[src/rtl/addressable_led_spi_frame_encoder_defines.svh]
// assertion macros for the addressable led spi frame encoder
`ifndef ADDRESSABLE_LED_SPI_FRAME_ENCODER_DEFINES_SVH
`define ADDRESSABLE_LED_SPI_FRAME_ENCODER_DEFINES_SVH

// property that must hold in the same cycle as its trigger
`define ALSFE_ASSERT_IMPLY(lbl, ante, cons, msg) \
  lbl: assert property (@(posedge clk) disable iff (rst) (ante) |-> (cons)) else $error(msg);

// property that must hold in the cycle after its trigger
`define ALSFE_ASSERT_NEXT(lbl, ante, cons, msg) \
  lbl: assert property (@(posedge clk) disable iff (rst) (ante) |=> (cons)) else $error(msg);

`endif

[src/rtl/alsfe_pkg.sv]
// shared types, command codes and symbol coding for the led spi frame encoder
`default_nettype none
package alsfe_pkg;

  localparam logic [1:0] CMD_PIXEL       = 2'd0;
  localparam logic [1:0] CMD_FRAME_START = 2'd1;
  localparam logic [1:0] CMD_FRAME_END   = 2'd2;

  localparam logic [2:0] SYM_ZERO = 3'b100;
  localparam logic [2:0] SYM_ONE  = 3'b110;

  localparam int unsigned WORD_W      = 24;
  localparam int unsigned QUEUE_DEPTH = 4;
  localparam logic [8:0]  SCALE_FULL  = 9'd256;

  // one classified item as it travels from front to back
  typedef struct packed {
    logic       pad;
    logic [7:0] green;
    logic [7:0] red;
    logic [7:0] blue;
  } entry_t;

  function automatic logic [WORD_W-1:0] encode_channel(input logic [7:0] c);
    logic [WORD_W-1:0] w;
    w = '0;
    for (int k = 0; k < 8; k++) begin
      w[3*k +: 3] = c[k] ? SYM_ONE : SYM_ZERO;
    end
    return w;
  endfunction

endpackage
`default_nettype wire

[src/rtl/alsfe_front.sv]
// front end: takes items, dims and blanks colors, holds one classified entry
`default_nettype none
module alsfe_front (
  input  wire logic             clk,
  input  wire logic             rst,
  input  wire logic             push,
  output logic                  full,
  input  wire logic [1:0]       cmd,
  input  wire logic [7:0]       red,
  input  wire logic [7:0]       green,
  input  wire logic [7:0]       blue,
  input  wire logic             lit,
  input  wire logic             use_scale,
  input  wire logic [8:0]       scale,
  input  wire logic             strip_enable,
  output logic                  stage_valid,
  output alsfe_pkg::entry_t     stage,
  input  wire logic             q_ready
);
  import alsfe_pkg::*;

  logic        accept;
  logic        keep;
  logic        dark;
  logic [8:0]  scale_sat;
  logic [16:0] prod_g, prod_r, prod_b;
  entry_t      entry;

  assign full   = stage_valid & ~q_ready;
  assign accept = push & ~full;

  assign dark      = ~lit | ~strip_enable;
  assign scale_sat = (scale > SCALE_FULL) ? SCALE_FULL : scale;
  assign prod_g    = {9'd0, green} * {8'd0, scale_sat};
  assign prod_r    = {9'd0, red}   * {8'd0, scale_sat};
  assign prod_b    = {9'd0, blue}  * {8'd0, scale_sat};

  always_comb begin
    entry = '0;
    keep  = 1'b0;
    unique case (cmd) inside
      CMD_PIXEL: begin
        keep      = 1'b1;
        entry.pad = 1'b0;
        if (!dark) begin
          entry.green = use_scale ? prod_g[15:8] : green;
          entry.red   = use_scale ? prod_r[15:8] : red;
          entry.blue  = use_scale ? prod_b[15:8] : blue;
        end
      end
      CMD_FRAME_START, CMD_FRAME_END: begin
        keep      = 1'b1;
        entry.pad = 1'b1;
      end
      // unused code gives no words
      default: keep = 1'b0;
    endcase
  end

  always_ff @(posedge clk) begin
    if (rst) begin
      stage_valid <= 1'b0;
    end else if (accept) begin
      stage_valid <= keep;
    end else if (q_ready) begin
      stage_valid <= 1'b0;
    end
  end

  always_ff @(posedge clk) begin
    if (accept) begin
      stage <= entry;
    end
  end

endmodule
`default_nettype wire

[src/rtl/alsfe_queue.sv]
// small register queue between front and back
`default_nettype none
module alsfe_queue #(
  parameter int unsigned DEPTH = 4
) (
  input  wire logic              clk,
  input  wire logic              rst,
  input  wire logic              wr_valid,
  output logic                   wr_ready,
  input  wire alsfe_pkg::entry_t wr_data,
  output logic                   rd_valid,
  input  wire logic              rd_ready,
  output alsfe_pkg::entry_t      rd_data
);
  import alsfe_pkg::*;

  localparam int unsigned PTR_W = (DEPTH > 1) ? $clog2(DEPTH) : 1;
  localparam int unsigned CNT_W = $clog2(DEPTH + 1);

  entry_t             mem [DEPTH];
  logic [PTR_W-1:0]   wr_ptr;
  logic [PTR_W-1:0]   rd_ptr;
  logic [CNT_W-1:0]   count;
  logic               do_wr;
  logic               do_rd;

  assign wr_ready = (count != CNT_W'(DEPTH));
  assign rd_valid = (count != '0);
  assign rd_data  = mem[rd_ptr];
  assign do_wr    = wr_valid & wr_ready;
  assign do_rd    = rd_valid & rd_ready;

  function automatic logic [PTR_W-1:0] bump(input logic [PTR_W-1:0] p);
    return (p == PTR_W'(DEPTH - 1)) ? '0 : p + 1'b1;
  endfunction

  always_ff @(posedge clk) begin
    if (rst) begin
      wr_ptr <= '0;
      rd_ptr <= '0;
      count  <= '0;
    end else begin
      if (do_wr) begin
        wr_ptr <= bump(wr_ptr);
      end
      if (do_rd) begin
        rd_ptr <= bump(rd_ptr);
      end
      if (do_wr && !do_rd) begin
        count <= count + 1'b1;
      end else if (!do_wr && do_rd) begin
        count <= count - 1'b1;
      end
    end
  end

  always_ff @(posedge clk) begin
    if (do_wr) begin
      mem[wr_ptr] <= wr_data;
    end
  end

endmodule
`default_nettype wire

[src/rtl/alsfe_back.sv]
// back end: walks each entry word by word into the output register
`default_nettype none
module alsfe_back #(
  parameter int unsigned PAD_WORDS = 16
) (
  input  wire logic              clk,
  input  wire logic              rst,
  input  wire logic              q_valid,
  output logic                   q_pop,
  input  wire alsfe_pkg::entry_t q_data,
  output logic                   empty,
  input  wire logic              pop,
  output logic [23:0]            spi_word,
  output logic                   last
);
  import alsfe_pkg::*;

  localparam int unsigned CNT_W = (PAD_WORDS > 4) ? $clog2(PAD_WORDS) : 2;

  logic             out_valid;
  logic [CNT_W-1:0] idx;
  logic [CNT_W-1:0] idx_next;
  logic             load;
  logic             entry_last;
  logic [7:0]       chan;
  logic [23:0]      word_next;

  assign empty      = ~out_valid;
  assign load       = q_valid & (~out_valid | pop);
  assign entry_last = q_data.pad ? (idx == CNT_W'(PAD_WORDS - 1)) : (idx == CNT_W'(2));
  assign q_pop      = load & entry_last;

  // green, red, blue order on the wire
  always_comb begin
    case (idx[1:0])
      2'd0:    chan = q_data.green;
      2'd1:    chan = q_data.red;
      default: chan = q_data.blue;
    endcase
  end

  assign word_next = q_data.pad ? '0 : encode_channel(chan);

  always_comb begin
    idx_next = idx;
    if (load) begin
      idx_next = entry_last ? '0 : idx + 1'b1;
    end
  end

  always_ff @(posedge clk) begin
    if (rst) begin
      out_valid <= 1'b0;
      idx       <= '0;
    end else begin
      idx <= idx_next;
      if (load) begin
        out_valid <= 1'b1;
      end else if (pop) begin
        out_valid <= 1'b0;
      end
    end
  end

  always_ff @(posedge clk) begin
    if (load) begin
      spi_word <= word_next;
      last     <= entry_last;
    end
  end

endmodule
`default_nettype wire

[src/rtl/addressable_led_spi_frame_encoder.sv]
// top level of the addressable led spi frame encoder
`default_nettype none
`include "addressable_led_spi_frame_encoder_defines.svh"
// Each pixel item becomes three 24-bit spi beats (green, red, blue, each channel
// coded as 3-bit symbols 100/110 msb first); a frame start or frame end item
// becomes PAD_WORDS all-zero beats, the strip reset gap. last marks the final
// beat of each item. The back end emits one beat per cycle while the queue has
// an entry and the result side pops; the front end takes an item per cycle
// while full is low into a 4-entry queue and runs ahead while the back end or
// the result side stalls. On its way to the first beat an item passes the
// dimming multiply stage, the queue and the output register. Cmd 3 items are
// taken and dropped. strip_enable is written through cfg_valid/cfg_data and
// should only change while no item is in flight.
module addressable_led_spi_frame_encoder #(
  parameter int unsigned PAD_WORDS = 16
) (
  input  wire logic        clk,
  input  wire logic        rst,
  input  wire logic        push,
  output logic             full,
  input  wire logic [1:0]  cmd,
  input  wire logic [7:0]  red,
  input  wire logic [7:0]  green,
  input  wire logic [7:0]  blue,
  input  wire logic        lit,
  input  wire logic        use_scale,
  input  wire logic [8:0]  scale,
  output logic             empty,
  input  wire logic        pop,
  output logic [23:0]      spi_word,
  output logic             last,
  input  wire logic        cfg_valid,
  output logic             cfg_ready,
  input  wire logic        cfg_data
);
  import alsfe_pkg::*;

  logic   strip_enable;
  logic   stage_valid;
  entry_t stage;
  logic   q_ready;
  logic   q_valid;
  logic   q_pop;
  entry_t q_data;

  assign cfg_ready = 1'b1;

  always_ff @(posedge clk) begin
    if (rst) begin
      strip_enable <= 1'b0;
    end else if (cfg_valid && cfg_ready) begin
      strip_enable <= cfg_data;
    end
  end

  alsfe_front u_front (
    .clk          (clk),
    .rst          (rst),
    .push         (push),
    .full         (full),
    .cmd          (cmd),
    .red          (red),
    .green        (green),
    .blue         (blue),
    .lit          (lit),
    .use_scale    (use_scale),
    .scale        (scale),
    .strip_enable (strip_enable),
    .stage_valid  (stage_valid),
    .stage        (stage),
    .q_ready      (q_ready)
  );

  alsfe_queue #(
    .DEPTH (QUEUE_DEPTH)
  ) u_queue (
    .clk      (clk),
    .rst      (rst),
    .wr_valid (stage_valid),
    .wr_ready (q_ready),
    .wr_data  (stage),
    .rd_valid (q_valid),
    .rd_ready (q_pop),
    .rd_data  (q_data)
  );

  alsfe_back #(
    .PAD_WORDS (PAD_WORDS)
  ) u_back (
    .clk      (clk),
    .rst      (rst),
    .q_valid  (q_valid),
    .q_pop    (q_pop),
    .q_data   (q_data),
    .empty    (empty),
    .pop      (pop),
    .spi_word (spi_word),
    .last     (last)
  );

  // a dark pixel lands in the front stage with all channels zero
  `ALSFE_ASSERT_NEXT(a_dark_pixel, push && !full && cmd == CMD_PIXEL && (!strip_enable || !lit), stage_valid && stage.green == 8'd0 && stage.red == 8'd0 && stage.blue == 8'd0, "dark pixel left a lit channel")
  // an unused command leaves nothing behind in the front stage
  `ALSFE_ASSERT_NEXT(a_drop_unused, push && !full && cmd != CMD_PIXEL && cmd != CMD_FRAME_START && cmd != CMD_FRAME_END, !stage_valid, "unused command was kept")
  // a stalled front entry stays put until the queue takes it
  `ALSFE_ASSERT_NEXT(a_stage_hold, stage_valid && !q_ready, stage_valid && $stable(stage), "front entry changed while queue full")
  // the back end only retires a queue entry on its final beat
  `ALSFE_ASSERT_NEXT(a_retire_last, q_pop, !empty && last, "queue entry retired without a last beat")

endmodule
`default_nettype wire

[config.mk]
export PLATFORM = sky130hd
export DESIGN_NAME = addressable_led_spi_frame_encoder
export DESIGN_NICKNAME = d
export VERILOG_FILES = /design/src/rtl/alsfe_pkg.sv /design/src/rtl/alsfe_front.sv /design/src/rtl/alsfe_queue.sv /design/src/rtl/alsfe_back.sv /design/src/rtl/addressable_led_spi_frame_encoder.sv
export VERILOG_INCLUDE_DIRS = /design/src /design/src/rtl
export SDC_FILE = /design/constraint.sdc
export NUM_CORES = 1
export LEC_CHECK = 0
export BUFFER_PORTS_ARGS = -buffer_cell sky130_fd_sc_hd__buf_2
export CORE_MARGIN = 2
export CORE_UTILIZATION = 57
export CTS_CLUSTER_DIAMETER = 200
export DETAILED_ROUTE_END_ITERATION = 8
export HOLD_SLACK_MARGIN = 0.15
export PLACE_DENSITY = 0.78
export SYNTH_ARGS = -nofsm -noshare
export SYNTH_HDL_FRONTEND = slang
export SYNTH_SLANG_ARGS = --single-unit
[constraint.sdc]
create_clock -name clk -period 4.88 [get_ports clk]
set_input_delay 0.488 -clock clk [delete_from_list [all_inputs] [get_ports clk]]
set_output_delay 0.488 -clock clk [all_outputs]
set_load 0.005 [all_outputs]
# == Word level (Yosys, flattened, before mapping) ==
# Memory sizes are Yosys's and may differ from the RTL's. A register that Yosys moved wholly into a read port is not among the register bits.
# Cells that the tools add are included.
# classes
n_lt_le_gt_ge,1
n_eq_ne,8
add_sub_neg,5
n_mul,3
bitwise_logic,14
reduce_logical,13
n_mux,29
# op_table
operator,count
multiplier 8 x 9 -> 16 bit,3
2-to-1 mux 2 bit,12
2-to-1 mux 8 bit,3
one-hot mux 8 bit (2 select lines),1
"greater-than comparator 9 bit, second input constant",1
2-to-1 mux 1 bit,9
2-to-1 mux 9 bit,1
AND 1 bit,6
"equality test 2 bit, second input constant",3
2-to-1 mux 3 bit,2
NOT 1 bit,6
nonzero test 2 bit,3
"adder 2 x 1 -> 2 bit, second input constant",2
"adder 4 x 1 -> 4 bit, second input constant",1
"equality test 2 x 1 -> 1 bit, second input constant",2
"equality test 4 x 2 -> 1 bit, second input constant",1
"equality test 4 bit, second input constant",1
zero test 2 bit,2
2-to-1 mux 4 bit,1
OR reduction 2 bit,2
"adder 3 x 1 -> 3 bit, second input constant",1
"!= test 3 bit, second input constant",1
nonzero test 3 bit,1
OR reduction 3 bit,1
4 further kinds,7
# word_totals
n_memories,1
word_cells,87
register_bits,64
mem_bits_rw,100
# memory_table
name,depth,width,read_ports,rd_clocked_by_memory_dff,write_ports,line_no,text
u_queue.mem,4,25,1,1,1,alsfe_queue.sv:20,entry_t mem [DEPTH];

# == Logic depth before layout (Yosys ltp) ==
# depth
ltp_word,8
depth_mapped,19

# == By module ==
# Synthesis repeated with hierarchy kept, for this count alone.
# hier_totals
cells_unflattened,1124
area_unflattened_um2,12665.9
# modules_own_cells
module,cells_each,n_inst,area_per_inst_um2,seq_area_each_um2
alsfe_front,851,1,7648.6,770.7
alsfe_queue,179,1,4083.9,3183.1
alsfe_back,89,1,888.4,400.4
addressable_led_spi_frame_encoder,5,1,45.0,20.0

# == Worst setup path after synthesis ==
# OpenSTA, ideal clock, no wires.
# synth_path
path_type,input-to-reg
from,input scale[8]
to,register u_front.stage[14] (netlist name)
setup_time_ns,0.261
stages,16
t_arrival_ns,4.844
required_ns,4.619
setup_slack_ns,-0.225
cell_sequence,clkbuf_1 > nor2b_1 > clkbuf_1 > nand2_1 > fa_1 > fa_1 > inv_1 > fa_1 > fa_1 > ha_1 > a2111o_1 > a31oi_1 > o21ai_2 > nand3_1 > mux2_2 > a221o_1
# synth_via
elab_chain_len,4
# synth_lines
element,line_no,text
"start, declared",addressable_led_spi_frame_encoder.sv:27,"input wire logic [8:0] scale,"
greater-than comparator 9 bit,alsfe_front.sv:33,assign scale_sat = (scale > SCALE_FULL) ? SCALE_FULL : scale;
2-to-1 mux 9 bit (*),alsfe_front.sv:33,
multiplier 8 x 9 -> 16 bit (*),alsfe_front.sv:35,"assign prod_r = {9'd0, red} * {8'd0, scale_sat};"
2-to-1 mux 8 bit (*),alsfe_front.sv:47,entry.red = use_scale ? prod_r[15:8] : red;
# Mark *: on every way between the ends. The rest lies on a longest branch, timed or not.
# A chain may end at the register's enable or synchronous reset.

# == Final worst setup path ==
# layout_path
from,input scale[8]
to,register u_front.stage[22] (netlist name)
# layout_via
elab_chain_len,4
# layout_lines
element,line_no,text
greater-than comparator 9 bit,alsfe_front.sv:33,
2-to-1 mux 9 bit (*),alsfe_front.sv:33,
multiplier 8 x 9 -> 16 bit (*),alsfe_front.sv:34,"assign prod_g = {9'd0, green} * {8'd0, scale_sat};"
2-to-1 mux 8 bit (*),alsfe_front.sv:46,entry.green = use_scale ? prod_g[15:8] : green;
# Marked as above.

==> reports/qor.json <==
{
  "outcome": "completed",
  "placement.cell_area_sq_mm": 0.0135,
  "grt_use_met3_pct": 3.48,
  "finalWirelength_mm": 26.2,
  "achievable-frequency_ghz": 0.210,
  "fin_util_pct": 64.9,
  "die_x_microns": 152,
  "power.net_switching_mw": 1.29,
  "design.die.area_sq_mm": 0.0231,
  "antenna_found_initial": 2,
  "postSynthRegisterBits": 151,
  "clock_path_buffers": 2,
  "comb_power_share_pct": 34.0,
  "fp.dieH_microns": 152,
  "drive_above_1_share_pct": 17.9,
  "cts-htree-levels": 4,
  "total_nets_final": 1481,
  "first_global_vias": 8906,
  "hpwlAfterDp_mm": 20.7,
  "fin_worst_skew_ns": 0.00753,
  "post_cts_hold_buffer_count": 0,
  "synth.cell_area_sq_mm": 0.0125,
  "ys_top_cells_by_area": "sky130_fd_sc_hd__edfxtp_1 (32%), sky130_fd_sc_hd__fa_1 (19%), sky130_fd_sc_hd__ha_1 (11%), sky130_fd_sc_hd__and2_1 (7.8%), sky130_fd_sc_hd__inv_1 (4.7%)",
  "setup_repair_after_global_routing_missed_its_margin": "no",
  "syn2layout_area_growth_pct": 12.7,
  "power.ir.vdd_worst_uv": 256,
  "sw_frac_of_total_pct": 31.6,
  "cts.root.buffer_cell": "sky130_fd_sc_hd__clkbuf_16",
  "setup.worst_path.class": "in2reg",
  "grt_use_met1_pct": 30.9,
  "groute.layer.met2.usage_pct": 42.1,
  "placement.io_buffers": 61,
  "average_cell_area_after_synthesis_sq_um": 11.3,
  "std_cell_rows": 54,
  "slew_headroom_pct": 18.1,
  "synth.largest_area_cell": "sky130_fd_sc_hd__edfxtp_1",
  "fin_setup_tns_ns": 0,
  "final_area_sq_mm": 0.0141,
  "number_of_clock_buffers_inserted_by_tritoncts": 17,
  "hold_class": "in2reg",
  "ys_types": 62,
  "timing.final.crit_share_pct": 97.4,
  "synth-edff-count": 135,
  "final_period_minus_worst_setup_slack_ns": 4.75,
  "startpoint_type": "input pin",
  "first_pass_grt_wire_length_mm": 44.2,
  "ctsResizeCount": 0,
  "synthMostInstantiatedCell": "sky130_fd_sc_hd__inv_1",
  "yosys_most_used_dff": "sky130_fd_sc_hd__edfxtp_1",
  "wl_per_cell_microns": 17.4,
  "vias_per_cell": 5.42,
  "finalPower_mw": 4.08,
  "final.hold.worst_slack_ns": 0.313,
  "power_report.internal_total_mw": 2.79,
  "dr_total_vias": 8153,
  "clock_power_share_pct": 28.8,
  "detail_route.drc_violations": 0,
  "timing.final.setup_violations": 0,
  "synthCells": 1100,
  "yosys.area.top_type_share_pct": 32.5,
  "cap_violations": 0,
  "timing_max_transition_violations_final": 0,
  "hold_viol": 0,
  "core_area_sq_mm": 0.0217,
  "p_leak_nw": 6.41,
  "finalNonFillerCells": 1505,
  "synth.yosys.warnings": 0,
  "place.detailed.instances": 1471,
  "power.density_mw_per_mm2": 290,
  "globalRoute.totalOverflow": 0,
  "routabilityCongestion": 0.882,
  "grt_usage_pct": 23.7,
  "clkSlewWorstSetupHoldPaths_ns": 0.06,
  "yosys-top-cells-count": "sky130_fd_sc_hd__inv_1 (157), sky130_fd_sc_hd__and2_1 (155), sky130_fd_sc_hd__edfxtp_1 (135)",
  "io_pins": 71,
  "tightest_slew_ns": 1.22,
  "violation_count_after_the_first_detailed_routing_iteration": 377,
  "critical_path_peak_fanout": 9,
  "clock_tree_from_tritoncts": "yes",
  "synth_sequential_area_ratio_pct": 35.0,
  "ant_nets": 0,
  "worst_ep_arrival_ns": 5.03,
  "cp.required_ns": 5.15,
  "dp_worst_setup_slack_ns": -0.293,
  "initial_core_util_pct": 57.6,
  "synth-async-reset-ratio_pct": 0,
  "seq_power_share_pct": 37.1,
  "grt_start_max_net_pins": 26,
  "timing.final.ws_setup_ns": 0.127,
  "grt_busiest_layer": "met2",
  "tritoncts_num_sinks": 151,
  "cts_setup_buffers": 0,
  "timing.critical_path.to_type": "flop",
  "insertion_delay_of_the_later_clocked_pin_in_the_worst_skew_pair_ns": 0.41,
  "detail_route.first_pass.iterations": 5
}
[routing by layer]
metal	vias to the layer above	share of wire, %
met3	26	3.8
li1	3849	-
met1	4103	44
met2	175	51
met5	-	0
met4	0	1.3
[power groups by stage]
| stage | combinational, mW | sequential [mW] | clock (mW) |
|---|---|---|---|
| floorplan | 0.928 | 1.53 | 0 |
| global placement | 1.34 | 1.53 | 0 |
| detailed placement | 1.38 | 1.54 | 0 |
| global route | 1.58 | 1.52 | 1.25 |
| finish | 1.39 | 1.51 | 1.18 |
| CTS | 1.39 | 1.51 | 1.19 |
[worst max-delay path, cell delays in order]
cell and delay [ns]:
sky130_fd_sc_hd__clkbuf_4 0.16, sky130_fd_sc_hd__nor2b_1 0.37, sky130_fd_sc_hd__buf_4 0.23, sky130_fd_sc_hd__and2_1 0.16, sky130_fd_sc_hd__fa_1 0.40, sky130_fd_sc_hd__ha_1 0.29, sky130_fd_sc_hd__inv_1 0.04, sky130_fd_sc_hd__fa_1 0.49
sky130_fd_sc_hd__inv_1 0.06, sky130_fd_sc_hd__fa_1 0.43, sky130_fd_sc_hd__ha_1 0.30, sky130_fd_sc_hd__a2111o_1 0.43, sky130_fd_sc_hd__a31o_4 0.23, sky130_fd_sc_hd__a211oi_4 0.24, sky130_fd_sc_hd__buf_4 0.17, sky130_fd_sc_hd__o21ai_2 0.08
sky130_fd_sc_hd__or3_1 0.35, sky130_fd_sc_hd__nand3_1 0.08
[layout by cell type (no fill, tap or decap), types with 17 or more instances in the layout]
cell type                     n
sky130_fd_sc_hd__inv_1      157
sky130_fd_sc_hd__and2_1     154
sky130_fd_sc_hd__edfxtp_1   135
sky130_fd_sc_hd__fa_1       121
sky130_fd_sc_hd__ha_1       107
sky130_fd_sc_hd__nand2_1     91
sky130_fd_sc_hd__buf_4       85
sky130_fd_sc_hd__buf_2       60
sky130_fd_sc_hd__nor2_1      30
sky130_fd_sc_hd__a21oi_1     25
sky130_fd_sc_hd__mux4_2      25
sky130_fd_sc_hd__xnor2_1     20
sky130_fd_sc_hd__o21ai_0     17
sky130_fd_sc_hd__clkbuf_16   17
[state kept, by name, summed over array words and instances, names as in the netlist, named ones only]
name                 count
u_back.last              1
u_front.stage_valid      1
u_queue.count            3
u_queue.wr_ptr           2
strip_enable             1
u_back.spi_word          9
u_front.stage           25
u_queue.rd_ptr           2
u_queue.mem            100
u_back.out_valid         1
u_back.idx               4
[cell families after synthesis]
logic type                 synth area share (%)
adders and majority gates                  30.1
other                                    0.0602
and+or+nand+nor                            14.0
xor gates and xnor gates                   2.32
AOI/OAI and AO/OA                          5.54
muxes                                      5.72
buffers and inverters                      7.17
DFF                                        35.0
[path summary, 6_finish.rpt]
| check | startpoint | to | slack [ns] | depth (start not counted) |
|---|---|---|---|---|
| min reg2reg | u_back.out_valid$_SDFFE_PP0P_ | u_back.out_valid$_SDFFE_PP0P_ | 0.48 | 2 |
| min | push | u_front.stage_valid$_SDFFE_PP0P_ | 0.31 | 3 |
| max reg2reg | flop | u_queue.count[2]$_SDFFE_PP0P_ | 1.91 | 11 |
| max | scale[8] | u_front.stage[22]$_SDFFCE_PP0P_ | 0.13 | 18 |
[cell type report]
class                      count  area [sq um]
fill                        1653          7620
multi-input combinational    737          7260
sequential                   151          4370
timing repair buffer         146           946
inverter                     157           589
clock buffer                  17           425
tap                          280           350
clock inverter                15           121
antenna                        2          5.00
Power figures use the tool's default switching activity.
